File: src/sv/sbkz_pkg.sv
// Shared types, codes and constants of the sprite blitter.
// No dependencies; every other file imports this package.
`default_nettype none

package sbkz_pkg;

    localparam int SCREEN_WIDTH   = 384;
    localparam int SCREEN_HEIGHT  = 216;
    localparam int MAX_SPRITE_DIM = 512;
    localparam int MAX_ZOOM       = 8;
    localparam int PAL_ENTRIES    = 256;
    localparam int PAL_AW         = $clog2(PAL_ENTRIES);

    localparam int X_W     = 9;
    localparam int Y_W     = 8;
    localparam int ADDR_W  = 17;
    localparam int COLOR_W = 16;
    localparam int POS_W   = 14;   // signed screen position before clipping
    localparam int DIM_W   = 10;
    localparam int ZOOM_W  = 4;
    localparam int COL_W   = 9;

    localparam int QDEPTH  = 4;
    localparam int QAW     = $clog2(QDEPTH);

    localparam logic [1:0] OP_LOAD  = 2'd0;
    localparam logic [1:0] OP_PIXEL = 2'd1;
    localparam logic [1:0] OP_BEGIN = 2'd2;

    localparam logic [2:0] CFG_DEST_X     = 3'd0;
    localparam logic [2:0] CFG_DEST_Y     = 3'd1;
    localparam logic [2:0] CFG_ROW_LENGTH = 3'd2;
    localparam logic [2:0] CFG_ROW_COUNT  = 3'd3;
    localparam logic [2:0] CFG_ZOOM       = 3'd4;
    localparam logic [2:0] CFG_MIRROR     = 3'd5;
    localparam logic [2:0] CFG_PALETTED   = 3'd6;
    localparam logic [2:0] CFG_KEY_COLOR  = 3'd7;

    typedef struct packed {
        logic signed [11:0]  dest_x;
        logic signed [11:0]  dest_y;
        logic [DIM_W-1:0]    row_length;   // clamped 1..MAX_SPRITE_DIM
        logic [DIM_W-1:0]    row_count;    // clamped 1..MAX_SPRITE_DIM
        logic [ZOOM_W-1:0]   zoom;         // clamped 1..MAX_ZOOM
        logic                mirror;
        logic                paletted;
        logic [COLOR_W-1:0]  key_color;
    } cfg_t;

    // Clipped block, never empty.
    typedef struct packed {
        logic [X_W-1:0]     x0;
        logic [X_W-1:0]     x1;
        logic [Y_W-1:0]     y0;
        logic [Y_W-1:0]     y1;
        logic [COLOR_W-1:0] color;
    } job_t;

endpackage

`default_nettype wire

File: src/sv/sbkz_queue.sv
// Short job queue between the front end and the write generator.
// Depends on sbkz_pkg.
`default_nettype none

module sbkz_queue
    import sbkz_pkg::*;
(
    input  wire logic         clk,
    input  wire logic         rst_n,
    input  wire logic         push,
    input  wire job_t         push_job,
    input  wire logic         pop,
    output job_t              head,
    output logic              not_empty,
    output logic [QAW:0]      count
);

    job_t               mem [QDEPTH];
    logic [QAW-1:0]     wr_ptr_reg, wr_ptr_next;
    logic [QAW-1:0]     rd_ptr_reg, rd_ptr_next;
    logic [QAW:0]       count_reg, count_next;
    logic               do_pop;

    assign not_empty = (count_reg != '0);
    assign head      = mem[rd_ptr_reg];
    assign count     = count_reg;
    assign do_pop    = pop && not_empty;

    always_comb
    begin
        wr_ptr_next = push   ? wr_ptr_reg + QAW'(1) : wr_ptr_reg;
        rd_ptr_next = do_pop ? rd_ptr_reg + QAW'(1) : rd_ptr_reg;
        count_next  = count_reg + (QAW + 1)'(push) - (QAW + 1)'(do_pop);
    end

    always_ff @(posedge clk or negedge rst_n)
    begin
        if (!rst_n)
        begin
            wr_ptr_reg <= '0;
            rd_ptr_reg <= '0;
            count_reg  <= '0;
        end
        else
        begin
            wr_ptr_reg <= wr_ptr_next;
            rd_ptr_reg <= rd_ptr_next;
            count_reg  <= count_next;
        end
    end

    always_ff @(posedge clk)
    begin
        if (push)
        begin
            mem[wr_ptr_reg] <= push_job;
        end
    end

endmodule

`default_nettype wire

File: config.mk
export PLATFORM = sky130hd
export DESIGN_NAME = sbkz_queue
export DESIGN_NICKNAME = d
export VERILOG_FILES = /design/src/sv/sbkz_pkg.sv /design/src/sv/sbkz_queue.sv
export SDC_FILE = /design/constraint.sdc
export NUM_CORES = 1
export LEC_CHECK = 0
export ABC_AREA = 1
export BUFFER_PORTS_ARGS = -buffer_cell sky130_fd_sc_hd__buf_2
export CORE_MARGIN = 4
export CORE_UTILIZATION = 52
export CTS_CLUSTER_DIAMETER = 200
export DETAILED_ROUTE_END_ITERATION = 12
export PLACE_DENSITY_LB_ADDON = 0.1
export REMOVE_ABC_BUFFERS = 1
export SKIP_LAST_GASP = 1
export SYNTH_ARGS = -nofsm -noshare
export SYNTH_HDL_FRONTEND = slang
export SYNTH_SLANG_ARGS = --single-unit
File: constraint.sdc
create_clock -name clk -period 2 [get_ports clk]
set_input_delay 0.5 -clock clk [delete_from_list [all_inputs] [get_ports clk]]
set_output_delay 0.5 -clock clk [all_outputs]
set_load 0.02 [all_outputs]
* After elaboration in Yosys (flattened, before gate mapping) *
Memories as Yosys holds them, arrays and structs flattened.
Cells that the tools add are included.
Widths: inputs -> output; s select.

storage, ports and cells
  memories kept = 1
  bits of input ports = 54
  RAM bits = 200
  output and inout port bits = 54
  flip-flop bits (word level) = 7
  word-level logic and storage cells = 12

memories
  name  words  bits a word  rd ports  clocked after memory_dff  write ports  RTL line          text
  mem   4      50           1         0                         1            sbkz_queue.sv:18  job_t mem [QDEPTH];

operators by class
  reduce and logical (&&, ||, !) cells = 2
  add/subtract/negate cells = 4
  mux-type cells = 2

operators with widths
  kind                 count
  $add 2x1->2 const B  2
  $add 3x1->3          1
  $reduce_bool 3->1    1
  $sub 3x1->3          1
  $mux 1               2
  $logic_and 1x1->1    1

* Longest topological paths before layout *
Gate-level depths: netlist (run 1).

  depth in word-level cells = 3
  mapped depth = 11
  gate-level depth less buffers = 11

* Worst setup path after synthesis (run 1) *
OpenSTA, ideal clock, no wires.

  path type = input to register
  from = input port push
  to = memory mem[1][0] in the netlist's numbering, enable pin
  cell stages on the path = 3
  slack = -173 ps
  data arrival time = 1769 ps
  library setup time = 404 ps
  path buffers = 1
  data required time = 1596 ps
  path through = clkbuf_1 -> nand2_1 -> inv_1

between the ends
  longest elaborated chain between the ends = 2

RTL lines
  item                          RTL line          text
  start, declared               sbkz_queue.sv:10  input wire logic push,
  $mux 1                        sbkz_queue.sv:54  if (push)
  $mux 1 (implied by the code)  sbkz_queue.sv:56  mem[wr_ptr_reg] <= push_job;
  end, declared                 sbkz_queue.sv:18

Every way passes these cells.

==> results.toml, run 1 <==
[pwr]
p_leak_nw = 4.22
total_power_w = 0.0169
ir_drop_mv = 0.888
power_density_nw_per_um2 = 1640

[sta]
postLayoutSetupSlackWorst_ns = -0.314
drv_slew = 0
maxSlewHeadroom = 0.779
min_period_ns = 2.31
rsz0062_at_grt = "yes"
finalCritPeriodShare = 1.16
worst_pin_slew_ns = 0.332
max_freq_mhz = 432
hold_viol_final = 0
finalSetupViolCount = 50
clock_skew_ns = 0.00683
whs_ns = 0.223

[synth]
syn_area_um2 = 8280
avgSynthCellArea_um2 = 12.1
ys_types = 16
ys_seq_elements = 207
synth.yosys.seq_area_share = 0.747
ys_warn_count = 0
synth_cells = 686

[layout]
fillers = 1128
post-route-cell-area_um2 = 10300
finalNetCount = 877
finalCoreUtilization = 0.668
mostFrequentLayoutCells = "200 x edfxtp_1, 165 x nand2_1, 92 x buf_2"
drive_above_1_share = 0.244
seqCellArea_um2 = 6180
final_common_cell = "edfxtp_1"
largest_reg_flops = 200
diodes = 0
area_delta_synth_final_pct = 24.5
multi_input_area_um2 = 1710

[place]
gp_congestion = 0.724
io_buffers = 107
placed_cell_area_um2 = 9130
pre_cts_ws_ns = -0.0662
dp_hpwl_um = 9200

[outcome]
status = "finished, violations left"
violations = "negative setup slack"

[hold_path]
hold_path.class = "in2reg"
hold_path.startpoint = "push_job[1]"
hold-path-endpoint = "mem[2][1]"
worstHoldPathCells = 1

[detailed_routing]
drt_iter0_drc = 350
postRouteAntennaNets = 0
drc = 0
drt_wl_total_um = 17500
avgViaCountPerCell = 5.08
routed-via-count = 5296
firstDrtPassIters = 5
wire_per_inst_um = 16.8

[floorplan]
ios = 108
start_util = 0.537
fp.dieW_um = 134
die_area_um2 = 18000
die_y_um = 134
num_rows = 45
core_area_um2 = 15400

[setup_path]
reg2reg_from = "count[1]"
crit_required_ns = 1.50
start_kind = "register"
crit_fanout = 17
worstRegToRegCells = 11
critPathKind = "reg2out"
reg2reg_slack_ns = 0.08
end_kind = "primary output"
r2r-end = "count[2]"
cp.arrival_ns = 1.81

[clock_network]
cts_root_buf = "clkbuf_16"
cts_tree = "built"
clk_pin_slew_ns = 0.06
htreeDepth = 1
clockBufferDepth = 3
clkLatencyLatePin_ns = 0.49
numCtsBuffers = 22
cts_sinks = 207

[grt]
antenna_found_initial = 0
gr-total-overflow = 0
grt_pass1_wl_um = 25200
grt_max_degree = 53
grt_usage = 0.175
grt_pass1_vias = 4967

[flow_run]
drv_cap = 0
## metal layers
metal | wire [um] | vias up | global-route usage | part of all wire
met2 | 8980 | 161 | 0.310 | 0.51
met4 | 311 | 0 | 0.0447 | 0.018
met5 | 0 | - | 0 | 0
li1 | - | 2568 | - | -
met3 | 1060 | 25 | 0.0368 | 0.060
met1 | 7190 | 2542 | 0.221 | 0.41
## final cells by class
type                       count  share of cell area
timing repair buffer         140               0.113
sequential                   207               0.600
multi-input combinational    380               0.166
clock buffer                  26              0.0579
clock inverter                13              0.0141
tap                          211              0.0256
inverter                      65              0.0240
## cells in the mapped netlist (all sizes together)
cell type  number  area share
nor2          101       0.046
o21ai         101       0.061
inv            65       0.029
dfrtp           7       0.021
nand2         166       0.075
ha              6      0.0091
buf            20       0.020
xnor2           1      0.0011
nand3           2      0.0012
edfxtp        200        0.73
clkbuf         14      0.0063
xor2            2      0.0021
fa              1      0.0024
## report_power, final
group,switching [W],internal [W],total (W)
sequential,0.000222,0.00568,0.00591
combinational,0.00431,0.00260,0.00691
clock,0.00158,0.00252,0.00410
## worst max-delay path, cell delays in order, from the launching register on
cell     delay [ns]
dfrtp_4        0.49
buf_12         0.17
buf_8          0.16
nor2_1         0.10
nor2_1         0.04
o21ai_1        0.08
nand2_1        0.10
buf_4          0.17
## timing repair
action | CTS | global route
resized for setup | 9 | 64
pin swaps | 0 | 8
endpoints found under the hold margin | 7 | 0
buffers inserted | 2 | 3
hold buffers | 1 | 0
gates cloned | 1 | 9
endpoints found under the setup margin | 51 | 51
## cells by family (layout without fill, tap and decap cells)
kind of cell / count (synthesis) / in the layout / synth area share
compound gates: 101 / 101 / 0.0611
xor+xnor: 3 / 3 / 0.00317
fa+ha+maj: 7 / 7 / 0.0115
buf+inv: 99 / 244 / 0.0555
flops: 207 / 207 / 0.747
simple gates: 269 / 269 / 0.122
## per-stage QoR
stage | instances | setup TNS (ns)
after floorplan | 652 | -122.70
after global routing | 1042 | -18.80
after CTS | 1030 | -13.45
final | 1042 | -14.21
after detailed placement | 987 | -0.0662
after global placement | 987 | 0
## worst max path at each step
stage                   from       end  slack (ns)
2_1_floorplan  rd_ptr_reg[0]   head[0]       -2.33
3_3_place_gp             pop  count[2]        0.03
3_5_place_dp             pop  count[2]       -0.07
4_1_cts        rd_ptr_reg[0]  head[33]       -0.31
5_1_grt        rd_ptr_reg[0]   head[7]       -0.42
6_report       rd_ptr_reg[0]   head[6]       -0.31
No activity file was read; power rests on OpenSTA's default activity.
==> run 2: changes to the inputs <==
--- a/config.mk
+++ b/config.mk
@@ -7,6 +7,7 @@
 export LEC_CHECK = 0
 export ABC_AREA = 1
 export BUFFER_PORTS_ARGS = -buffer_cell sky130_fd_sc_hd__buf_2
+export CORE_ASPECT_RATIO = 2
 export CORE_MARGIN = 4
 export CORE_UTILIZATION = 52
 export CTS_CLUSTER_DIAMETER = 200
==> run 2 against run 1 <==
  * The run still ends with negative setup slack left
  * Clock-buffer cell count fell by 4
  * Critical path type unchanged
  * First-iteration DRC count fell by 28%
  * Non-clock buffer count rose by 1
  * Setup slack improved by 0.020 ns
  * Critical endpoint is now head[13]
  * Worst hold slack improved by 0.0071 ns
  * Routed wire length rose by 0.87%
  * Total power fell by 2.6%
  * Combinational power rose by 6.7%
  * Via count rose by 0.77%
==> results.toml, run 2 (synthesis results as in run 1) <==
[setup_path]
crit_fanout = 8
crit_start = "rd_ptr_reg[0]"
critPathKind = "reg2out"
path_cells = "buf_12 > clkbuf_16 > nor2_4 > nor2_1 > o21ai_1 > nand2_2 > buf_6"
reg2reg_from = "count[1]"
crit_required_ns = 1.50
slowest_stage = "dfrtp_4"
end_kind = "primary output"
start_kind = "register"
critical-path-max-stage-delay_ns = 0.50
critical_path.top_delay_family = "flip-flops"
crit_buf_inv = 3
cp.arrival_ns = 1.79

[outcome]
violations = "negative setup slack"
status = "finished, violations left"

[detailed_routing]
routed-via-count = 5337
postRouteAntennaNets = 0
avgViaCountPerCell = 5.19
drt_wl_total_um = 17700
wire_per_inst_um = 17.2
firstDrtPassIters = 4
drt_iter0_drc = 252
drc = 0

[place]
numPlacedInstances = 982
dp_hpwl_um = 10100
io_buffers = 107
gp_congestion = 0.750
pre_cts_ws_ns = -0.0599

[sta]
worst_pin_slew_ns = 0.320
rsz0062_at_grt = "yes"
max_freq_mhz = 436
drv_slew = 0
postLayoutSetupSlackWorst_ns = -0.294
finalCritPeriodShare = 1.15
hold_viol_final = 0
finalSetupViolCount = 50
min_period_ns = 2.29
clock_skew_ns = 0.0199
maxSlewHeadroom = 0.786

[clock_network]
numCtsBuffers = 18
cts_tree = "built"
clkLatencyLatePin_ns = 0.48
clk_pin_slew_ns = 0.06
clockBufferDepth = 3
cts_root_buf = "clkbuf_16"
cts_sinks = 207
htreeDepth = 1

[grt]
grt_pass1_wl_um = 27100
grt_pass1_vias = 5511
grt_usage = 0.187
gr-total-overflow = 0
met2_usage = 0.358
antenna_found_initial = 2
met3_usage = 0.0303
grt_use_met1 = 0.201
grt_max_degree = 42
grt.busiest_layer = "met2"

[floorplan]
die_y_um = 186
die_area_um2 = 18100
start_util = 0.527
core_area_um2 = 15700
num_rows = 65
fp.dieW_um = 97.2
ios = 108

[layout]
area_delta_synth_final_pct = 24.1
final_common_cell = "edfxtp_1"
mostFrequentLayoutCells = "200 x edfxtp_1, 162 x nand2_1, 77 x o21ai_1"
finalNetCount = 874
instances_no_fill = 1028
fillers = 1169
drive_above_1_share = 0.255
largest_reg_flops = 200

[pwr]
p_leak_nw = 4.16
power_density_nw_per_um2 = 1600
ir_drop_mv = 1.01

[hold_path]
hold_path.class = "in2reg"
hold_path.startpoint = "push_job[17]"

[flow_run]
drv_cap = 0
## run 2: changes by cell type in the layout (fill, tap and decap cells not counted), moves of 5 or more
| cell | delta |
|---|---|
| clkbuf_16 | -8 |
| buf_6 | +8 |
| nor2_1 | -15 |
| nor2_4 | +8 |
| nor2_2 | +7 |
| buf_2 | -26 |
| o21ai_0 | -5 |
| buf_4 | +19 |
## run 2: per-layer routing
| layer | routed length, um | part of all wire |
|---|---|---|
| met1 | 6520 | 0.37 |
| met2 | 9680 | 0.55 |
| met3 | 814 | 0.046 |
| met4 | 663 | 0.037 |
| met5 | 7 | 0.00040 |
## run 2: worst paths after layout
check	endpoint	slack [ns]	cells past startpoint
max in group asynchronous	rd_ptr_reg[0]	1.40	2
max reg2reg	count[2]	0.07	11
max	head[13]	-0.29	7
min in group asynchronous	rd_ptr_reg[1]	0.39	2
min	mem[0][17]	0.23	1
min reg2reg	rd_ptr_reg[1]	0.52	2
## run 2: area by class of cell
class	instances	area, um^2	share of cell area
clock buffer	22	487	0.0474
multi-input combinational	380	1780	0.173
tap	201	251	0.0245
antenna	2	5.00	0.000487
timing repair buffer	141	1270	0.123
sequential	207	6180	0.602
clock inverter	10	48.8	0.00475
inverter	65	250	0.0244
## run 2: repair_timing
item                                    in CTS  in global routing
hold endpoints to repair                     7                  0
pin swaps                                    7                 17
setup buffers                                4                  0
gates cloned                                 4                  3
hold buffers                                 1                  0
gates resized for setup                     69                 74
endpoints found under the setup margin      51                 51
## run 2: worst reg2reg max path, delay by kind of cell, from the launching register on
| kind | cells | cell delay (ns) |
|---|---|---|
| fa+ha+maj | 3 | 0.83 |
| buf+inv | 2 | 0.09 |
| xor+xnor | 1 | 0.15 |
| simple gates | 5 | 0.36 |
| flops | 1 | 0.41 |
## run 2: through the flow
step	hold WS [ns]	area, um^2	TNS, ns	power, W	util
global placement	0.343	9170	0	0.0118	0.584
floorplan	0.204	8060	-122.70	0.00946	-
finish	0.230	10300	-12.45	0.0165	0.655
CTS	0.222	10000	-13.00	0.0161	0.639
global route	0.225	10300	-16.20	0.0174	0.654
detailed placement	0.354	9170	-0.0599	0.0119	0.584
## run 2: where the power goes
part / switching, W / internal, W / total [W]
clock: 0.00143 / 0.00174 / 0.00317
combinational: 0.00443 / 0.00294 / 0.00737
sequential: 0.000244 / 0.00568 / 0.00593
total: 0.00611 / 0.0104 / 0.0165
