`src/sv/sbkz_pkg.sv`:
```
// Shared types, codes and constants of the sprite blitter.
// No dependencies; every other file imports this package.
`default_nettype none

package sbkz_pkg;

    localparam int SCREEN_WIDTH   = 384;
    localparam int SCREEN_HEIGHT  = 216;
    localparam int MAX_SPRITE_DIM = 512;
    localparam int MAX_ZOOM       = 8;
    localparam int PAL_ENTRIES    = 256;
    localparam int PAL_AW         = $clog2(PAL_ENTRIES);

    localparam int X_W     = 9;
    localparam int Y_W     = 8;
    localparam int ADDR_W  = 17;
    localparam int COLOR_W = 16;
    localparam int POS_W   = 14;   // signed screen position before clipping
    localparam int DIM_W   = 10;
    localparam int ZOOM_W  = 4;
    localparam int COL_W   = 9;

    localparam int QDEPTH  = 4;
    localparam int QAW     = $clog2(QDEPTH);

    localparam logic [1:0] OP_LOAD  = 2'd0;
    localparam logic [1:0] OP_PIXEL = 2'd1;
    localparam logic [1:0] OP_BEGIN = 2'd2;

    localparam logic [2:0] CFG_DEST_X     = 3'd0;
    localparam logic [2:0] CFG_DEST_Y     = 3'd1;
    localparam logic [2:0] CFG_ROW_LENGTH = 3'd2;
    localparam logic [2:0] CFG_ROW_COUNT  = 3'd3;
    localparam logic [2:0] CFG_ZOOM       = 3'd4;
    localparam logic [2:0] CFG_MIRROR     = 3'd5;
    localparam logic [2:0] CFG_PALETTED   = 3'd6;
    localparam logic [2:0] CFG_KEY_COLOR  = 3'd7;

    typedef struct packed {
        logic signed [11:0]  dest_x;
        logic signed [11:0]  dest_y;
        logic [DIM_W-1:0]    row_length;   // clamped 1..MAX_SPRITE_DIM
        logic [DIM_W-1:0]    row_count;    // clamped 1..MAX_SPRITE_DIM
        logic [ZOOM_W-1:0]   zoom;         // clamped 1..MAX_ZOOM
        logic                mirror;
        logic                paletted;
        logic [COLOR_W-1:0]  key_color;
    } cfg_t;

    // Clipped block, never empty.
    typedef struct packed {
        logic [X_W-1:0]     x0;
        logic [X_W-1:0]     x1;
        logic [Y_W-1:0]     y0;
        logic [Y_W-1:0]     y1;
        logic [COLOR_W-1:0] color;
    } job_t;

endpackage

`default_nettype wire

```
`src/sv/sbkz_front.sv`:
```
// Front end: takes requests, keeps the column/row counters and the palette,
// places and clips each pixel block. Depends on sbkz_pkg.
`default_nettype none

module sbkz_front
    import sbkz_pkg::*;
(
    input  wire logic               clk,
    input  wire logic               rst_n,
    input  wire cfg_t               cfg,
    input  wire logic               item_valid,
    output logic                    item_stall,
    input  wire logic [1:0]         op,
    input  wire logic [15:0]        pixel_value,
    input  wire logic [7:0]         palette_index,
    input  wire logic [15:0]        palette_color,
    input  wire logic [QAW:0]       q_count,
    output logic                    push,
    output job_t                    push_job
);

    logic [COLOR_W-1:0] pal_mem [PAL_ENTRIES];
    logic [COLOR_W-1:0] pal_q_reg;

    logic [COL_W-1:0]   cc_reg, cc_next;
    logic [DIM_W-1:0]   row_reg, row_next;

    logic                    s1_v_reg, s1_v_next;
    logic signed [POS_W-1:0] s1_colz_reg;
    logic signed [POS_W-1:0] s1_rowz_reg;
    logic [COLOR_W-1:0]      s1_pv_reg;

    logic                    acc;
    logic                    is_pixel;
    logic                    in_rows;
    logic [DIM_W-1:0]        cc_inc;
    logic signed [10:0]      col;
    logic signed [POS_W-1:0] col_ext;
    logic signed [POS_W-1:0] zoom_ext;
    logic signed [POS_W-1:0] colz;
    logic signed [POS_W-1:0] rowz;

    logic [COLOR_W-1:0]      color;
    logic signed [POS_W-1:0] zm1;
    logic signed [POS_W-1:0] bx, bxe, by, bye;
    logic                    x_on, y_on;

    localparam logic signed [POS_W-1:0] SCR_W_S = POS_W'(SCREEN_WIDTH);
    localparam logic signed [POS_W-1:0] SCR_H_S = POS_W'(SCREEN_HEIGHT);

    // A slot is held for every pixel in flight so the queue never overflows.
    assign item_stall = ({1'b0, q_count} + {{(QAW + 1){1'b0}}, s1_v_reg})
                        >= (QAW + 2)'(QDEPTH);
    assign acc        = item_valid && !item_stall;
    assign is_pixel   = (op == OP_PIXEL);
    assign in_rows    = row_reg < cfg.row_count;
    assign cc_inc     = {1'b0, cc_reg} + DIM_W'(1);

    always_comb
    begin
        if (cfg.mirror)
        begin
            col = $signed({1'b0, cfg.row_length}) - 11'sd1 - $signed({2'b00, cc_reg});
        end
        else
        begin
            col = $signed({2'b00, cc_reg});
        end
        col_ext  = $signed({{(POS_W-11){col[10]}}, col});
        zoom_ext = $signed({{(POS_W-ZOOM_W){1'b0}}, cfg.zoom});
        colz     = col_ext * zoom_ext;
        rowz     = $signed({{(POS_W-DIM_W){1'b0}}, row_reg}) * zoom_ext;
    end

    always_comb
    begin
        cc_next   = cc_reg;
        row_next  = row_reg;
        s1_v_next = 1'b0;
        if (acc)
        begin
            if (op == OP_BEGIN)
            begin
                cc_next  = '0;
                row_next = '0;
            end
            else if (is_pixel && in_rows)
            begin
                s1_v_next = 1'b1;
                if (cc_inc >= cfg.row_length)
                begin
                    cc_next  = '0;
                    row_next = row_reg + DIM_W'(1);
                end
                else
                begin
                    cc_next = cc_inc[COL_W-1:0];
                end
            end
        end
    end

    always_ff @(posedge clk or negedge rst_n)
    begin
        if (!rst_n)
        begin
            cc_reg   <= '0;
            row_reg  <= '0;
            s1_v_reg <= 1'b0;
        end
        else
        begin
            cc_reg   <= cc_next;
            row_reg  <= row_next;
            s1_v_reg <= s1_v_next;
        end
    end

    always_ff @(posedge clk)
    begin
        if (acc && (op == OP_LOAD))
        begin
            pal_mem[palette_index[PAL_AW-1:0]] <= palette_color;
        end
        if (acc)
        begin
            pal_q_reg <= pal_mem[pixel_value[PAL_AW-1:0]];
        end
    end

    always_ff @(posedge clk)
    begin
        if (s1_v_next)
        begin
            s1_colz_reg <= colz;
            s1_rowz_reg <= rowz;
            s1_pv_reg   <= pixel_value;
        end
    end

    // Stage 2: block position, clip window and key test.
    always_comb
    begin
        color = cfg.paletted ? pal_q_reg : s1_pv_reg;
        zm1   = $signed({{(POS_W-ZOOM_W){1'b0}}, cfg.zoom - ZOOM_W'(1)});
        bx    = $signed({{(POS_W-12){cfg.dest_x[11]}}, cfg.dest_x}) + s1_colz_reg;
        by    = $signed({{(POS_W-12){cfg.dest_y[11]}}, cfg.dest_y}) + s1_rowz_reg;
        bxe   = bx + zm1;
        bye   = by + zm1;
        x_on  = (bxe >= 0) && (bx < SCR_W_S);
        y_on  = (bye >= 0) && (by < SCR_H_S);

        push_job.x0 = bx[POS_W-1] ? '0 : bx[X_W-1:0];
        push_job.x1 = (bxe >= SCR_W_S) ? X_W'(SCREEN_WIDTH - 1) : bxe[X_W-1:0];
        push_job.y0 = by[POS_W-1] ? '0 : by[Y_W-1:0];
        push_job.y1 = (bye >= SCR_H_S) ? Y_W'(SCREEN_HEIGHT - 1) : bye[Y_W-1:0];
        push_job.color = color;

        push = s1_v_reg && (color != cfg.key_color) && x_on && y_on;
    end

endmodule

`default_nettype wire

```
`config.mk`:
```
export PLATFORM = sky130hd
export DESIGN_NAME = sbkz_front
export DESIGN_NICKNAME = d
export VERILOG_FILES = /design/src/sv/sbkz_pkg.sv /design/src/sv/sbkz_front.sv
export SDC_FILE = /design/constraint.sdc
export NUM_CORES = 2
export LEC_CHECK = 0
export BUFFER_PORTS_ARGS = -buffer_cell sky130_fd_sc_hd__buf_2
export CORE_ASPECT_RATIO = 0.75
export CORE_UTILIZATION = 45
export DETAILED_ROUTE_END_ITERATION = 7
export PLACE_DENSITY = 0.69
export SYNTH_ARGS = -nofsm -noshare
export SYNTH_HDL_FRONTEND = slang
export SYNTH_SLANG_ARGS = --single-unit
```
`constraint.sdc`:
```
create_clock -name clk -period 14.98 [get_ports clk]
set_input_delay 2.996 -clock clk [delete_from_list [all_inputs] [get_ports clk]]
set_output_delay 2.996 -clock clk [all_outputs]
set_load 0.02 [all_outputs]
```
# After elaboration in Yosys (flattened, before gate mapping)
# Memory sizes are Yosys's and may differ from the RTL's. A register that Yosys moved wholly into a read port is not among the register bits.
# Cells that the tools add are included.
# totals
ff_bits,64
latchBits,0
ram_bits,4096
mem_bits_ro,0
in_bits,114
word_cells,62
mem_count,1
# classes
addsub,10
n_mul,2
div,0
n_lt_le_gt_ge,9
n_eq_ne,3
shifts,0
mux,17
bitwise,0
reduce_logical,14
# memory_table
name,words,width,read_ports,rd_clocked_by_memory_dff,write_ports,line,text
pal_mem,256,16,1,1,1,sbkz_front.sv:22,logic [COLOR_W-1:0] pal_mem [PAL_ENTRIES];
# ops
op,count
two-way mux 9 bit,5
two-way mux 10 bit,3
adder 12 x 14 -> 14 bit,2
adder 14 x 5 -> 14 bit,2
">= comparator 14 x 1 -> 1 bit, second input constant",2
two-way mux 16 bit,1
two-way mux 8 bit,2
!= test 16 bit,1
">= comparator 14 x 10 -> 1 bit, second input constant",1
">= comparator 14 x 9 -> 1 bit, second input constant",1
"less-than comparator 14 x 10 -> 1 bit, second input constant",1
"less-than comparator 14 x 9 -> 1 bit, second input constant",1
multiplier 10 x 4 -> 14 bit,1
multiplier 11 x 5 -> 14 bit,1
two-way mux 11 bit,1
"subtractor 10 x 1 -> 11 bit, second input constant",1
subtractor 11 x 10 -> 11 bit,1
"adder 10 x 1 -> 10 bit, second input constant",1
"adder 9 x 1 -> 10 bit, second input constant",1
>= comparator 10 bit,1
less-than comparator 10 bit,1
logical AND 1 bit,8
two-way mux 1 bit,5
adder 3 x 1 -> 4 bit,1
9 further kinds,10

# Logic depth before layout (Yosys ltp)
# logic_depth
depth_word,7
depth_mapped,22

# Worst setup path after synthesis
# OpenSTA, ideal clock, no wires.
# synth_path
path_kind,input to output
start,input port cfg[18] (netlist bit)
end,output port push_job[34] (netlist bit)
t_arrival_ns,6.019
slack_ns,5.965
path_stages,13
n_path_buf,1
path_cell_list,clkbuf_1 -> inv_1 -> ha_1 -> inv_1 -> ha_1 -> a21o_1 -> a21oi_1 -> nor2b_1 -> o21ai_0 -> nor4_1 -> nand4_1 -> xnor2_2 -> a2bb2oi_1
# synth_rtl
element,line,text
"start, declared",sbkz_front.sv:10,"input wire cfg_t cfg,"
"end, declared",sbkz_front.sv:19,output job_t push_job

==> flow_summary.ini <==
[finish]
drive_gt1_share_pct = 31.1
fillers = 28000
nets = 7917
largest_reg_flops = 4096
final_cells = 12800
area_growth_pct = 12.5

[critical_path]
path_delay_family = simple AND/OR/NAND/NOR gates
crit_required_ps = 11980
crit_path_top_delay_cell = nor4_1
cp-start-kind = primary input
crit_type = in2out
crit_cells = 14
slowest_delay_ps = 550
worstPathCellList = buf_2, inv_1, ha_1, inv_1, ha_1, a21o_1, a21oi_1, nor2b_1, o21ai_0, nor4_1, nand4_1, xnor2_2, a2bb2oi_1, buf_2
critPathBufInv = 4
arrival_ps = 6700
reg2reg_depth = 22
cp-end-kind = primary output
crit_fanout = 19

[drt]
wl_per_cell_um = 32.3
route.detailed.drc = 0
ant_nets = 0
vias = 79400
drtPass1Iterations = 6
routed_via_density = 6.18
detail_route.iter0.violations = 12200
drt_wl_total_um = 415000

[clocking]
cts_buffers = 382
cts-root-buf = clkbuf_16
hold_buffers = 0
cts.clk_slew.worst_paths_ps = 60
cts_resized = 0
cts_tree = built
cts_buffer_depth = 4
clock_latency_ps = 960
cts_setup_buffers = 0
htreeDepth = 5
cts_num_sinks = 4176

[yosys]
synth_edf_count = 4156
synth.net_count = 7391
synthCells = 7128
yosysSeqAreaShare_pct = 75.8
synth_flop_cell = edfxtp_1
ys_ff_latch = 4176
syn_avg_cell_area_um2 = 23.2
async_reset_ff_share_pct = 0.479
yosys_warnings = 0
yosysUniqueCellTypes = 74
netlist_area_mm2 = 0.165

[timing]
setup_viol = 0
relSlewSlack_pct = 10.6
period_needed_ps = 9700
rsz0062_at_grt = no
max_freq_ghz = 0.103
timing_hold_violations_final = 0
setup_tns_ps = 0
skew_ps = 80.1
slew_violations = 0
fin_crit_sh_pct = 64.7
worst_slew_pin_slew_ps = 1340

[grt]
grt_pass1_vias = 77700
grt_max_degree = 145
antenna_found_initial = 48
grt_pass1_wl_um = 587000
grt_usage_pct = 22.2
grt_overflow = 0

[power]
power_density_mw_per_mm2 = 130
vdd_ir_drop_max_mv = 0.117
leakage_nw = 58.4

[floorplanning]
num_rows = 192
die_x_um = 702
io_pins = 166
dieArea_mm2 = 0.370
coreArea_mm2 = 0.365
start_util_pct = 45.3
die_y_um = 527

[placement]
place.gp.congestion = 0.856
port-buffer-count = 165
dp.cells = 12100
dp_hpwl_um = 243000

[min_path]
whs_path_depth = 1
hold_class = reg2reg

[flow_run]
drv_cap = 0

[status]
outcome = finished clean
==> per-stage QoR <==
stage	instance area [µm²]	power, mW	hold WS (ps)	utilization (%)	setup WS (ps)
floorplan	165000	14.1	520	-	5960
global placement	174000	14.8	588	47.6	5370
detailed placement	174000	14.8	603	47.6	5360
CTS	186000	24.3	618	50.9	5340
global route	186000	24.8	648	50.9	5030
finish	186000	24.2	620	50.9	5280
==> worst reg2reg max path: stages, from the launching register on <==
cell and delay, ps:
dfrtp_1 500, inv_1 80, ha_1 210, fa_1 400
a21o_1 180, a21oi_1 220, o21bai_1 120, a211o_1 310
a31oi_1 260, xnor2_1 90, mux2i_1 410, nor2b_1 130
ha_1 320, fa_1 480, inv_1 50, fa_1 490
inv_1 40, ha_1 360, nand3_1 120, nand2_1 60
a41o_1 230, o41ai_1 310, xnor3_1 450
==> cells in the mapped netlist, types with 4 or more instances <==
master     count  area share, %
edfxtp_1    4156             75
dfrtp_1       20           0.30
nand2b_1      14          0.053
nor3_1        27          0.082
buf_4         11          0.050
clkbuf_1     211           0.48
a211oi_1       7          0.032
buf_2         86           0.26
o21a_1         6          0.027
nand3_1       34           0.10
xor2_1        36           0.19
o211a_1        6          0.036
o21ai_0       27          0.082
inv_1        116           0.26
a2bb2oi_1      8          0.042
a22o_1         6          0.032
a21oi_1       38           0.12
xnor2_1       58           0.31
ha_1         108           0.82
or2_2          7          0.026
nor4b_1        5          0.026
nor4bb_1       5          0.030
mux4_2      1344             18
nor4_1        10          0.038
nor2b_1       41           0.16
buf_1         52           0.12
mux2i_1       11          0.067
a31oi_1        6          0.023
nand4_1        9          0.034
and2_1        24          0.091
and3_1        16          0.061
nand2_1      101           0.23
nor2_1       328           0.74
or3_1         11          0.042
a211o_1        5          0.026
mux2_2        18           0.12
nand3b_1       5          0.023
fa_1          41           0.50
o31ai_1        4          0.018
o21bai_1       7          0.032
a22oi_1       33           0.15
a21o_1        16          0.073
==> area by class of cell <==
type / count / area [µm²] / area share, %
diodes: 36 / 90.1 / 0.0484
clock buffers: 450 / 9920 / 5.33
clock inverters: 236 / 2140 / 1.15
inverters: 116 / 435 / 0.234
multi-input cells: 2474 / 38300 / 20.6
flip-flops and latches: 4176 / 125000 / 67.4
well taps: 4850 / 6070 / 3.26
repair buffers: 504 / 3740 / 2.01
==> per-layer routing <==
metal / vias to the layer above / track usage (%) / part of all wire, %
met5: - / 0 / 0.017
met1: 42700 / 33.6 / 41
met4: 10 / 7.17 / 3.5
li1: 31400 / - / -
met3: 624 / 4.92 / 11
met2: 4597 / 32.4 / 45
==> layout by cell type (no fill, tap or decap), types with 33 or more instances in the layout <==
master and n:
mux4_2 1344, nor2_1 277, fa_1 41, nand2_1 95
a22oi_1 33, clkinv_2 60, inv_1 116, clkbuf_16 387
diode_2 36, buf_2 143, nor2b_1 41, clkbuf_1 63
clkinv_1 96, bufinv_16 35, ha_1 108, edfxtp_1 4156
xor2_1 36, xnor2_1 58, buf_4 327, a21oi_1 38
nor2_2 51
==> final timing paths <==
| check | startpoint | endpoint | slack, ps |
|---|---|---|---|
| worst max-delay path | cfg[18] | push_job[38] | 5280 |
| worst min-delay path | cc_reg[4]$_DFFE_PN0P_ | cc_reg[4]$_DFFE_PN0P_ | 620 |
| worst max register to register | cc_reg[0]$_DFFE_PN0P_ | s1_colz_reg[13]$_DFFE_PP_ | 8880 |
| worst min register to register | cc_reg[4]$_DFFE_PN0P_ | cc_reg[4]$_DFFE_PN0P_ | 620 |
| max in group asynchronous | rst_n | cc_reg[7]$_DFFE_PN0P_ | 12570 |
| min in group asynchronous | rst_n | s1_v_reg$_DFF_PN0_ | 2030 |
==> where the power goes <==
group | internal (mW) | total (mW) | switching [mW] | leakage (nW)
combinational | 0.635 | 1.66 | 1.03 | 14.9
sequential | 12.9 | 12.9 | 0.0284 | 37.6
clock | 5.34 | 9.62 | 4.27 | 5.88
==> kinds of logic (layout without fill, tap and decap cells) <==
| logic type | count (synthesis) | after routing | share of synthesized area [%] |
|---|---|---|---|
| xor+xnor | 96 | 96 | 0.521 |
| compound gates | 207 | 207 | 0.900 |
| other cells | 0 | 36 | 0 |
| mux | 1373 | 1373 | 18.5 |
| simple gates | 649 | 649 | 1.80 |
| fa+ha+maj | 149 | 149 | 1.31 |
| flops | 4176 | 4176 | 75.8 |
| buf+inv | 478 | 1306 | 1.18 |
No activity file was read; power rests on OpenSTA's default activity.
