===== src/sv/sbkz_pkg.sv =====
// Shared types, codes and constants of the sprite blitter.
// No dependencies; every other file imports this package.
`default_nettype none

package sbkz_pkg;

    localparam int SCREEN_WIDTH   = 384;
    localparam int SCREEN_HEIGHT  = 216;
    localparam int MAX_SPRITE_DIM = 512;
    localparam int MAX_ZOOM       = 8;
    localparam int PAL_ENTRIES    = 256;
    localparam int PAL_AW         = $clog2(PAL_ENTRIES);

    localparam int X_W     = 9;
    localparam int Y_W     = 8;
    localparam int ADDR_W  = 17;
    localparam int COLOR_W = 16;
    localparam int POS_W   = 14;   // signed screen position before clipping
    localparam int DIM_W   = 10;
    localparam int ZOOM_W  = 4;
    localparam int COL_W   = 9;

    localparam int QDEPTH  = 4;
    localparam int QAW     = $clog2(QDEPTH);

    localparam logic [1:0] OP_LOAD  = 2'd0;
    localparam logic [1:0] OP_PIXEL = 2'd1;
    localparam logic [1:0] OP_BEGIN = 2'd2;

    localparam logic [2:0] CFG_DEST_X     = 3'd0;
    localparam logic [2:0] CFG_DEST_Y     = 3'd1;
    localparam logic [2:0] CFG_ROW_LENGTH = 3'd2;
    localparam logic [2:0] CFG_ROW_COUNT  = 3'd3;
    localparam logic [2:0] CFG_ZOOM       = 3'd4;
    localparam logic [2:0] CFG_MIRROR     = 3'd5;
    localparam logic [2:0] CFG_PALETTED   = 3'd6;
    localparam logic [2:0] CFG_KEY_COLOR  = 3'd7;

    typedef struct packed {
        logic signed [11:0]  dest_x;
        logic signed [11:0]  dest_y;
        logic [DIM_W-1:0]    row_length;   // clamped 1..MAX_SPRITE_DIM
        logic [DIM_W-1:0]    row_count;    // clamped 1..MAX_SPRITE_DIM
        logic [ZOOM_W-1:0]   zoom;         // clamped 1..MAX_ZOOM
        logic                mirror;
        logic                paletted;
        logic [COLOR_W-1:0]  key_color;
    } cfg_t;

    // Clipped block, never empty.
    typedef struct packed {
        logic [X_W-1:0]     x0;
        logic [X_W-1:0]     x1;
        logic [Y_W-1:0]     y0;
        logic [Y_W-1:0]     y1;
        logic [COLOR_W-1:0] color;
    } job_t;

endpackage

`default_nettype wire


===== src/sv/sbkz_back.sv =====
// Back end: walks each clipped block column by column, one framebuffer
// write per cycle while write_stall is low, into the output register. Depends on sbkz_pkg.
`default_nettype none

module sbkz_back
    import sbkz_pkg::*;
(
    input  wire logic                clk,
    input  wire logic                rst_n,
    input  wire job_t                head,
    input  wire logic                not_empty,
    output logic                     pop,
    output logic                     write_valid,
    input  wire logic                write_stall,
    output logic [X_W-1:0]           write_x,
    output logic [Y_W-1:0]           write_y,
    output logic [ADDR_W-1:0]        write_address,
    output logic [COLOR_W-1:0]       write_color,
    output logic                     last
);

    logic               act_reg, act_next;
    logic [X_W-1:0]     x_reg, x_next;
    logic [Y_W-1:0]     y_reg, y_next;
    logic [X_W-1:0]     x1_reg, x1_next;
    logic [Y_W-1:0]     y0_reg, y0_next;
    logic [Y_W-1:0]     y1_reg, y1_next;
    logic [COLOR_W-1:0] color_reg, color_next;

    logic               out_v_reg, out_v_next;
    logic [X_W-1:0]     ox_reg;
    logic [Y_W-1:0]     oy_reg;
    logic [ADDR_W-1:0]  oaddr_reg;
    logic [COLOR_W-1:0] ocolor_reg;
    logic               olast_reg;

    logic               load_out, emit, cur_last;
    logic [X_W-1:0]     cx, cx1;
    logic [Y_W-1:0]     cy, cy0, cy1;
    logic [COLOR_W-1:0] ccolor;
    logic [ADDR_W-1:0]  caddr;

    assign load_out = !out_v_reg || !write_stall;
    assign emit     = load_out && (act_reg || not_empty);
    assign pop      = emit && !act_reg;

    always_comb
    begin
        if (act_reg)
        begin
            cx     = x_reg;
            cy     = y_reg;
            cx1    = x1_reg;
            cy0    = y0_reg;
            cy1    = y1_reg;
            ccolor = color_reg;
        end
        else
        begin
            cx     = head.x0;
            cy     = head.y0;
            cx1    = head.x1;
            cy0    = head.y0;
            cy1    = head.y1;
            ccolor = head.color;
        end
        cur_last = (cx == cx1) && (cy == cy1);
        caddr    = ADDR_W'(cx) + ADDR_W'(ADDR_W'(SCREEN_WIDTH) * ADDR_W'(cy));

        act_next   = act_reg;
        x_next     = x_reg;
        y_next     = y_reg;
        x1_next    = cx1;
        y0_next    = cy0;
        y1_next    = cy1;
        color_next = ccolor;
        out_v_next = out_v_reg && write_stall;
        if (emit)
        begin
            out_v_next = 1'b1;
            act_next   = !cur_last;
            if (cy == cy1)
            begin
                x_next = cx + X_W'(1);
                y_next = cy0;
            end
            else
            begin
                x_next = cx;
                y_next = cy + Y_W'(1);
            end
        end
    end

    always_ff @(posedge clk or negedge rst_n)
    begin
        if (!rst_n)
        begin
            act_reg   <= 1'b0;
            out_v_reg <= 1'b0;
        end
        else
        begin
            act_reg   <= act_next;
            out_v_reg <= out_v_next;
        end
    end

    always_ff @(posedge clk)
    begin
        if (emit)
        begin
            x_reg      <= x_next;
            y_reg      <= y_next;
            x1_reg     <= x1_next;
            y0_reg     <= y0_next;
            y1_reg     <= y1_next;
            color_reg  <= color_next;
            ox_reg     <= cx;
            oy_reg     <= cy;
            oaddr_reg  <= caddr;
            ocolor_reg <= ccolor;
            olast_reg  <= cur_last;
        end
    end

    assign write_valid   = out_v_reg;
    assign write_x       = ox_reg;
    assign write_y       = oy_reg;
    assign write_address = oaddr_reg;
    assign write_color   = ocolor_reg;
    assign last          = olast_reg;

endmodule

`default_nettype wire


===== config.mk =====
export PLATFORM = sky130hd
export DESIGN_NAME = sbkz_back
export DESIGN_NICKNAME = d
export VERILOG_FILES = /design/src/sv/sbkz_pkg.sv /design/src/sv/sbkz_back.sv
export SDC_FILE = /design/constraint.sdc
export NUM_CORES = 1
export LEC_CHECK = 0
export BUFFER_PORTS_ARGS = -buffer_cell sky130_fd_sc_hd__buf_2
export CAP_MARGIN = 10
export CORE_MARGIN = 3
export CORE_UTILIZATION = 56
export CTS_BUF_LIST = sky130_fd_sc_hd__clkbuf_2 sky130_fd_sc_hd__clkbuf_4 sky130_fd_sc_hd__clkbuf_8
export DETAILED_ROUTE_END_ITERATION = 7
export PLACE_DENSITY = 0.88
export SETUP_SLACK_MARGIN = 0.1
export SLEW_MARGIN = 10
export SYNTH_ARGS = -nofsm -noshare
export SYNTH_HDL_FRONTEND = slang
export SYNTH_SLANG_ARGS = --single-unit

===== constraint.sdc =====
create_clock -name clk -period 4.2 [get_ports clk]
set_input_delay 0.84 -clock clk [delete_from_list [all_inputs] [get_ports clk]]
set_output_delay 0.84 -clock clk [all_outputs]
set_load 0.1 [all_outputs]

---- Word-level counts from Yosys, hierarchy flattened ----
Cells that the tools add are included.
W data, S select, Z words.
operators by class
  $add $sub $neg .......................... 3
  $mul .................................... 1
  equality and inequality tests ........... 2
  mux-type cells .......................... 9
  bitwise gates (word level) .............. 1
  reductions and logical operators ........ 11
operator list
  kind                    count
  $mux W8                 4
  $mux W9                 3
  $add A9 B17 Y17         1
  $mux W16                1
  $mul A2 B8 Y10 const A  1
  $add A9 B1 Y9 const B   1
  $eq A9 B9 Y1            1
  $add A8 B1 Y8 const B   1
  $eq A8 B8 Y1            1
  $logic_and A1 B1 Y1     4
  $logic_not A1 Y1        4
  $logic_or A1 B1 Y1      2
  $reduce_and A2 Y1       1
  $mux W1                 1
  $not A1 Y1              1
storage, ports and cells
  flip-flop bits (word level) ............. 95
  input port bits ......................... 54
  output and inout port bits .............. 53
  logic and storage cells ................. 39

---- Longest topological paths before layout ----
Gate-level depths: netlist (run 1).
  word-level depth ........................ 4
  gate-level depth with buffers ........... 14

---- Least setup slack after synthesis (run 1) ----
OpenSTA, ideal clock, no wires.
  path type ............................... register -> register
  from .................................... register act_reg
  to ...................................... register oaddr_reg[16] (netlist: write_address[16]) (data pin)
  arrival ................................. 3.467 ns
  slack ................................... 0.593 ns
  stages on the path, launching flop included .. 15
  buffers on the path ..................... 4
  period minus slack after synthesis ...... 3.607 ns
  cell sequence ........................... dfrtp_1 > buf_2 > buf_2 > clkbuf_1 > buf_1 > nand2_1 > nand2_1 > ha_1 > fa_1 > a211oi_1 > nor2_1 > xor2_1 > nand4_4 > or4_1 > nand4b_1
on the way
  word-level cells in the longest chain between the ends .. 3
RTL lines
  item                    line              text
  from (decl)             sbkz_back.sv:22   logic act_reg, act_next;
  from (signal assigned)  sbkz_back.sv:104  act_reg <= act_next;
  $mux W8                 sbkz_back.sv:49   if (act_reg)
  named net cy[1]         sbkz_back.sv:39   logic [Y_W-1:0] cy, cy0, cy1;
  $mul A2 B8 Y10          sbkz_back.sv:68   caddr = ADDR_W'(cx) + ADDR_W'(ADDR_W'(SCREEN_WIDTH) * ADDR_W'(cy));
  $add A9 B17 Y17         sbkz_back.sv:68
  named net caddr[16]     sbkz_back.sv:41   logic [ADDR_W-1:0] caddr;
  to (signal assigned)    sbkz_back.sv:121  oaddr_reg <= caddr;
  to (decl)               sbkz_back.sv:33   logic [ADDR_W-1:0] oaddr_reg;
The timed path passes the listed nets, and every way through them passes these cells.
A chain may end at the register's enable or synchronous reset.

---- Worst setup path in the final report (run 1) ----
Same ends and word-level chain as after synthesis.

==> results of run 1 <==
-- power by group through the flow --
stage | logic, mW | registers (mW) | clock network [mW]
2_1_floorplan | 0.350 | 1.42 | 0
3_3_place_gp | 0.783 | 1.11 | 0
3_5_place_dp | 0.801 | 1.11 | 0
4_1_cts | 0.804 | 1.09 | 0.580
5_1_grt | 0.857 | 1.10 | 0.622
6_report | 0.805 | 1.09 | 0.574
-- synthesized netlist by cell type, drive strengths merged, types with 3 or more instances --
cell	number
a2111oi	3
a211oi	3
a21o	3
a21oi	8
and2	3
buf	13
edfxtp	86
ha	11
inv	9
mux2	30
nand2	42
nand2b	9
nand3	6
nand4	6
nor2	9
nor2b	3
nor4	6
o21a	6
o21ai	3
xnor2	19
xor2	35
-- cell usage in the layout, fill, tap and decap left out, drive strengths merged, types with 4 or more instances in the layout --
master    n
buf     112
edfxtp   86
nand2    42
xor2     35
mux2     30
xnor2    19
ha       11
clkbuf   10
nand2b    9
nor2      9
inv       9
a21oi     8
nand3     6
nor4      6
nand4     6
o21a      6
clkinv    4
-- final timing paths --
kind | to | startpoint | slack (ns) | depth (start not counted)
max in group asynchronous | act_reg | rst_n | 3.83 | 1
worst min register to register | y0_reg[0] | y0_reg[0] | 0.56 | 2
min in group clk | y0_reg[0] | y0_reg[0] | 0.56 | 2
worst min-delay path | act_reg | rst_n | 0.26 | 1
worst max register to register | write_address[16] | act_reg | 0.67 | 11
worst max-delay path | write_address[16] | act_reg | 0.67 | 11
-- layout make-up --
cell class | instances | area share, %
repair buffers | 112 | 10.84
inverters | 9 | 0.6365
well taps | 102 | 2.405
flip-flops and latches | 88 | 49.62
clock buffers | 10 | 2.475
clock inverters | 6 | 1.132
multi-input cells | 227 | 32.89
-- through the flow --
| step | area, µm² | total power, mW |
|---|---|---|
| 2_1_floorplan | 4499 | 1.770 |
| 3_3_place_gp | 5116 | 1.896 |
| 6_report | 5308 | 2.472 |
| 4_1_cts | 5308 | 2.479 |
| 3_5_place_dp | 5116 | 1.914 |
| 5_1_grt | 5308 | 2.582 |
-- routing by layer --
layer | share of wire [%] | track usage, % | up-vias
met5 | 0 | 0 | -
met4 | 1.2 | 6.635 | 0
met3 | 6.9 | 3.473 | 11
met2 | 50 | 33.35 | 103
met1 | 41 | 25.49 | 1455
li1 | - | - | 1442
-- worst max-delay path, stage by stage, from the launching register on --
cell      delay, ns
dfrtp_2        0.55
buf_4          0.25
nand2_1        0.07
nand2_1        0.09
ha_1           0.29
fa_1           0.43
a211oi_1       0.36
nor2_1         0.11
xor2_1         0.37
nand4_4        0.17
or4_1          0.56
nand4b_1       0.14
-- logic make-up (layout without fill, tap and decap cells) --
family | Yosys count | after routing | share of synthesized area, %
fa+ha+maj | 13 | 13 | 3.949
compound gates | 32 | 32 | 5.395
mux | 31 | 31 | 7.731
buf+inv | 24 | 137 | 2.725
xor+xnor | 54 | 54 | 10.51
simple gates | 97 | 97 | 11.18
flops | 88 | 88 | 58.51
==> metrics, run 1 <==
status=finished, final reports clean; Cells after DPL=538; worst clock skew=0.01520 ns; via count=~3000; peak supply drop=0.4006 mV; Req. time, crit path=~4.4 ns; Flop pwr share=44.2%; Chip Height=95.64 µm; Die Wd=95.64 µm; post_cts resized=0; Clock Latency Late Sink=around 0.36 ns; P_int=1.555 mW; Post-synth EDFFs=86; Synth Instances=339; Setup WS post-layout=0.6664 ns; Max-slew headroom=39.91%; worst hold slack=0.2615 ns; Rows=32; clk slew on worst S/H paths=0.08 ns; Slew Limit Fails=0; post-layout util=between 60% and 70%; synthesized area=4499 µm²; Hold-fix buffers, CTS=0; register area=about 2600 µm²; Slew @ Worst Pin=0.9014 ns; # fillers=roughly 560; Yosys warning count=0; f_max=0.2830 GHz; Via density=5.435; root buffer cell=clkbuf_8; H-tree levels=3; DRC viols=0; postcts setup bufs=0; PD cells=465.8 nW/µm²; crit share post-route=84.13%; post-DR wirelength/cell=between 15 and 20 µm; sw power=0.9180 mW; Logic pwr share=32.6%; vias in the first global route=2936; area of the multi-input gates=1745 µm²; nets=514; unique cell type count in the Yosys netlist=47; core area=slightly below 8000 µm²; drt total wl=~9000 µm; critical path class=reg -> reg; post-route ant nets=0; async set-or-reset flop fraction in the synthesized netlist=~2.3%; nature of the critical path startpoint=register; CP Capture Type=register; clock share of power=23.2%; Setup violations, final=0; Max-Cap Viols=0; layout cells sized above 1=35.84%; FF+latch count, synth=88; Die ar.=9146 µm²; most area-consuming cells after synthesis=edfxtp_1, xor2_1, mux2_2, xnor2_1, nand2_1; Placement Setup Slack=0.5029 ns; antenna violations before repair=0; GRT Overall Usage=just under 20%; n_diodes=0; number of flip-flops in the largest register=16; Max FO, Critical Path=20; first-pass GRT wire length=13830 µm; IO Pins=107; share of the synthesized area in the top cell type=57.40%; Top FF cell, synth=edfxtp_1; Starting Density=around 58%; PortBufs=~110; CTS tree=built; RSZ-0062 raised after global routing=no; setup TNS=0 ns; grt total ovfl=0; largest net degree at the start of global routing=71; clock tree buffer depth=2; cell taking the most area after synthesis=edfxtp_1; Sw Share=37.13%; hpwl dp=6624 µm; router iterations before antenna repair=5; Final Critical Period=3.534 ns; min-delay worst type=in -> async; starting DRC count in detailed routing=approximately 150; Worst Path Arrival=3.74 ns; Num CTS Buffers=9; Seq/Total Area, Yosys=58.51%; # clock sinks=88; final hold viol count=0; Lkg Pwr=between 2 and 2.5 nW; Post-Syn Area per Cell=13.27 µm²; gpl congestion=0.8437; Area growth syn-to-layout=17.96%; syn nets=406; Final Non-Filler Cells=554
Power figures use the tool's default switching activity.
==> run 2, diff against run 1 <==
==> constraint.sdc (replaced) <==
create_clock -name clk -period 3.42 [get_ports clk]
set_input_delay 0.684 -clock clk [delete_from_list [all_inputs] [get_ports clk]]
set_output_delay 0.684 -clock clk [all_outputs]
set_load 0.1 [all_outputs]
==> metrics, run 2 (synthesized netlist as in run 1, its figures left out) <==
antenna violations before repair=0 (unchanged); Die Wd=95.64 µm (unchanged); Num CTS Buffers=9 (unchanged); RSZ-0062 raised after global routing=no; H-tree levels=3 (unchanged); clock tree buffer depth=2 (unchanged); hpwl dp=6695 µm (+1.1%); Max-Cap Viols=0 (unchanged); Rows=32 (unchanged); Max FO, Critical Path=31 (+55%); Chip Height=95.64 µm (unchanged); min-delay worst type=in -> async; clk slew on worst S/H paths=0.09 ns (about the same); number of flip-flops in the largest register=16 (unchanged); router iterations before antenna repair=4 (-1); DRC viols=0 (unchanged); crit share post-route=92.41% (+8.3 points); Final Non-Filler Cells=557 (+0.54%); met2 usage=35.96% (+2.6 points); postcts setup bufs=0 (unchanged); Slew Limit Fails=0 (unchanged); post-DR wirelength/cell=16.30 µm (+0.67%); Clock Latency Late Sink=0.35 ns (about the same); critical path class=reg -> reg; Setup violations, final=0 (unchanged); starting DRC count in detailed routing=137 (-7.4%); vias in the first global route=2973 (+1.3%); Req. time, crit path=3.63 ns (-0.78 ns); Max-slew headroom=57.31% (+17 points); IO Pins=107 (unchanged); GRT Overall Usage=20.57% (+0.89 points); peak supply drop=0.5502 mV (+37%); grt total ovfl=0 (unchanged); largest net degree at the start of global routing=53 (-25%); Cells after DPL=541 (+0.56%); Worst Path Arrival=3.37 ns (-0.37 ns); status=finished, final reports clean; first-pass GRT wire length=14220 µm (+2.8%); core area=7767 µm² (unchanged); drt total wl=9079 µm (+1.2%); Die ar.=9146 µm² (unchanged); CP Capture Type=register; Final Critical Period=3.160 ns (-0.3731 ns); M3 GR Usage=3.946% (+0.47 points); most frequent cells in the layout=buf_2, edfxtp_1, nand2_1, xor2_1, mux2_2; root buffer cell=clkbuf_8; Slew @ Worst Pin=0.6242 ns (-0.2771 ns); nature of the critical path startpoint=register; setup TNS=0 ns (unchanged); # clock sinks=88 (unchanged); nets=517 (+0.58%); Area growth syn-to-layout=18.94%; Starting Density=57.93% (unchanged); n_diodes=0 (unchanged); met1 Track Usage GR=25.63% (+0.13 points); PD cells=560.1 nW/µm² (+20%); via count=2994 (-0.56%); worst clock skew=0.01061 ns (-0.004599 ns); layout cells sized above 1=37.14% (+1.3 points); f_max=0.3164 GHz (+12%); post_cts resized=0 (unchanged); Lkg Pwr=2.182 nW (+0.41%); Hold-fix buffers, CTS=0 (unchanged); post-route ant nets=0 (unchanged); CTS tree=built; most common cell after layout, fill and taps aside=buf_2; gpl congestion=0.8543 (+1.3%); final hold viol count=0 (unchanged); GRT busiest layer=met2; PortBufs=106 (unchanged); Via density=5.375 (-1.1%)
-- run 2: final timing paths --
| check | endpoint | slack, ns | from | depth (start not counted) |
|---|---|---|---|---|
| worst max-delay path | write_address[16] | 0.26 | act_reg | 10 |
| worst min-delay path | act_reg | 0.12 | rst_n | 1 |
| worst max register to register | write_address[16] | 0.26 | act_reg | 10 |
| worst min register to register | write_valid | 0.56 | write_valid | 2 |
| max in group asynchronous | act_reg | 3.18 | rst_n | 1 |
| min in group clk | write_color[3] | 0.51 | head[3] | 1 |
-- run 2: per-layer routing --
metal  up-vias  part of all wire, %
li1       1447                    -
met1      1433                   41
met2       106                   51
met3         8                  7.0
met4         0                 0.94
met5         -                    0
-- run 2: report_power, final --
part	switching [mW]	internal (mW)
registers	0.0357	1.31
logic	0.736	0.276
clock network	0.377	0.264
total	1.15	1.85
-- run 2: per-stage QoR --
step                      setup slack, ns  hold slack, ns  utilization [%]  area [µm²]  total power [mW]
after floorplan                    0.1034          0.3884                -        4534             2.187
after global placement             0.2128          0.4784            66.67        5179             2.357
after detailed placement           0.1731          0.4799            66.67        5179             2.378
after CTS                          0.1831          0.1058            68.86        5349             3.017
after global routing               0.1176         0.09562            68.90        5351             3.145
final                              0.2595          0.1202            68.90        5351             2.998
-- run 2: worst max-delay path, stage by stage (launching register included) --
cell      delay (ns)
dfrtp_4         0.61
nand2b_1        0.18
nand2_1         0.13
ha_4            0.21
fa_1            0.41
a211oi_2        0.28
nor2_1          0.12
xor2_2          0.27
nand4_4         0.16
or4_1           0.56
nand4b_1        0.11
-- run 2: cell type report --
class / instances / area (µm²)
multi-input cells: 227 / 1773
repair buffers: 115 / 610.6
clock inverters: 7 / 46.29
clock buffers: 9 / 123.9
inverters: 9 / 33.78
flip-flops and latches: 88 / 2636
well taps: 102 / 127.6
fillers: 577 / 2416
==> run 3, diff against run 2 <==
--- a/config.mk
+++ b/config.mk
@@ -5,13 +5,14 @@
 export SDC_FILE = /design/constraint.sdc
 export NUM_CORES = 1
 export LEC_CHECK = 0
+export ABC_AREA = 1
 export BUFFER_PORTS_ARGS = -buffer_cell sky130_fd_sc_hd__buf_2
 export CAP_MARGIN = 10
 export CORE_MARGIN = 3
 export CORE_UTILIZATION = 56
 export CTS_BUF_LIST = sky130_fd_sc_hd__clkbuf_2 sky130_fd_sc_hd__clkbuf_4 sky130_fd_sc_hd__clkbuf_8
 export DETAILED_ROUTE_END_ITERATION = 7
-export PLACE_DENSITY = 0.88
+export PLACE_DENSITY = 0.87
 export SETUP_SLACK_MARGIN = 0.1
 export SLEW_MARGIN = 10
 export SYNTH_ARGS = -nofsm -noshare
==> metrics, run 3 <==
router iterations before antenna repair=5 (+1); post_cts resized=0 (unchanged); hpwl dp=7572 µm (+13%); slowest stage cell, crit path=fa_1; syn nets=600 (+48%); Max-Cap Viols=0 (unchanged); first-pass GRT wire length=17300 µm (+22%); vias in the first global route=3750 (+26%); Die ar.=9525 µm² (+4.1%); synthesized area=4698 µm² (+4.4%); DRC viols=0 (unchanged); number of flip-flops in the largest register=16 (unchanged); starting DRC count in detailed routing=298 (+120%); Setup WS post-layout=0.5463 ns (+0.2868 ns); Num CTS Buffers=9 (unchanged); CP Launch Point=act_reg; CP Capture Type=register; layout cells sized above 1=21.41% (-16 points); Slew Limit Fails=0 (unchanged); cell area after layout=5555 µm² (+3.8%); gpl congestion=0.8950 (+4.8%); largest net degree at the start of global routing=72 (+36%); # clock sinks=88 (unchanged); DP Area=5306 µm² (+2.5%); reg2reg end=write_address[15]; worst clock skew=0.009468 ns (-0.001137 ns); final total power=4.318 mW (+44%); status=finished, final reports clean; Yosys warning count=0 (unchanged); final hold viol count=0 (unchanged); Cells after DPL=726 (+34%); Synth Instances=533 (+57%); Lkg Pwr=2.672 nW (+22%); Die Wd=97.60 µm (+2.0%); Max-slew headroom=40.39% (-17 points); Area growth syn-to-layout=18.24%; unique cell type count in the Yosys netlist=27 (-43%); Post-Syn Area per Cell=8.815 µm² (-34%); clk slew on worst S/H paths=0.09 ns (about the same); critical path class=reg -> reg; post-route ant nets=0 (unchanged); PortBufs=106 (unchanged); most area-consuming cells after synthesis=edfxtp_1, nand2_1, inv_1, o21ai_0, ha_1; async set-or-reset flop fraction in the synthesized netlist=2.273% (unchanged); Req. time, crit path=3.55 ns (-0.08 ns); Worst Path Arrival=3.00 ns (-0.37 ns); cell taking the most area after synthesis=edfxtp_1; # fillers=613 (+6.2%); min-delay worst type=in -> async; n_diodes=0 (unchanged); clock tree buffer depth=2 (unchanged); most common cell after layout, fill and taps aside=nand2_1; Clock Latency Late Sink=0.37 ns (+0.02 ns); via count=3854 (+29%); Placement Setup Slack=0.4627 ns (+0.2896 ns); grt total ovfl=0 (unchanged); Chip Height=97.60 µm (+2.0%); Seq/Total Area, Yosys=56.03% (-2.5 points); CP dominant cell by count=nand2_1; post-DR wirelength/cell=14.07 µm (-14%); peak supply drop=0.3126 mV (-43%); core area=7928 µm² (+2.1%); CTS tree=built; Final Critical Period=2.874 ns (-0.2868 ns); Setup violations, final=0 (unchanged); Slew @ Worst Pin=0.8941 ns (+0.2698 ns); nets=702 (+36%); FF+latch count, synth=88 (unchanged); antenna violations before repair=0 (unchanged); Final Non-Filler Cells=742 (+33%); nature of the critical path startpoint=register; Rows=32 (unchanged); Hold-fix buffers, CTS=0 (unchanged); postcts setup bufs=0 (unchanged); Max FO, Critical Path=36 (+16%); Worst R2R Start=act_reg; Via density=5.194 (-3.4%); max incr delay on CP=0.43 ns (-0.18 ns); Starting Density=59.26% (+1.3 points); top-count cell post-synth=nand2_1; FF-to-FF path depth=14 (+4); H-tree levels=3 (unchanged); RSZ-0062 raised after global routing=no; IO Pins=107 (unchanged); PD cells=777.2 nW/µm² (+39%); crit share post-route=84.03% (-8.4 points); share of the synthesized area in the top cell type=54.97% (-2.4 points); Post-synth EDFFs=86 (unchanged); drt total wl=10440 µm (+15%); Commonest cells post-synth=nand2_1, edfxtp_1, inv_1; crit-path cells=buf_4 > o21ai_0 > ha_1 > fa_1 > nand2_1 > nand3_1 > nand2_1 > nand2_1 > nand2_1 > inv_1 > nor2_1 > nand2_1 > o21bai_1 > nand2_1; Top FF cell, synth=edfxtp_1; Reg2Reg Setup Slack=0.55 ns (+0.29 ns); root buffer cell=clkbuf_8; setup TNS=0 ns (unchanged); GRT Overall Usage=22.42% (+1.9 points); f_max=0.3480 GHz (+10%); most frequent cells in the layout=nand2_1, buf_2, edfxtp_1, inv_1, nor2_1
## run 3: changes by cell type after synthesis, moves of 14 or more
cell and delta:
nor2_1 +22, xnor2_1 -14, xor2_1 -20, mux2_2 -25, inv_1 +47, nand2_1 +192
nand3_1 +15, o21ai_0 +25
## run 3: final cells by class
type,instances,area (µm²),share of cell area (%)
clock inverter,7,125.1,2.252
inverter,56,214.0,3.851
timing repair buffer,112,590.6,10.63
clock buffer,9,123.9,2.230
tap,102,127.6,2.297
multi-input combinational,368,1737,31.26
sequential,88,2638,47.48
## run 3: worst max-delay path, delay by kind of cell, from the launching register on
family	cells	cell delay, ns
AO/OA/AOI/OAI	2	0.32
adder cells (fa/ha/maj)	2	0.76
buffers and inverters	2	0.38
flip-flops	1	0.37
AND/OR/NAND/NOR	8	0.81
## run 3: power by group
group | total, mW | internal (mW) | switching, mW | leakage, nW
Sequential | 1.51 | 1.46 | 0.0521 | 0.853
Combinational | 1.92 | 0.417 | 1.50 | 1.69
Clock | 0.884 | 0.493 | 0.391 | 0.124
Total | 4.32 | 2.37 | 1.95 | 2.67
## run 3: how the worst max path moves through the flow
stage,cells past startpoint,endpoint,slack [ns]
detailed placement,15,write_address[15],0.46
floorplan,3,pop,0.002
global placement,15,write_address[15],0.58
finish,14,write_address[15],0.55
CTS,15,write_address[15],0.56
global route,15,write_address[15],0.21
## run 3: per-stage QoR
step | hold WS, ns | util, %
final | 0.09589 | 70.08
after global routing | 0.07911 | 70.08
after CTS | 0.08990 | 70.08
after detailed placement | 0.4783 | 66.94
after global placement | 0.4729 | 66.94
after floorplan | 0.3884 | -
## run 3: cell families after synthesis
group	after synthesis	synth area share [%]
AO/OA/AOI/OAI	39	4.261
XOR/XNOR	20	3.728
adder cells (fa/ha/maj)	13	3.782
buffers and inverters	77	7.297
flip-flops	88	56.03
AND/OR/NAND/NOR	296	24.90
## run 3: per-layer routing
layer / track usage (%) / vias to the layer above / share of wire, %
met2: 35.79 / 150 / 47
met5: 0 / - / 0
met4: 7.774 / 0 / 1.5
li1: - / 1916 / -
met3: 5.528 / 17 / 7.0
met1: 30.00 / 1771 / 44
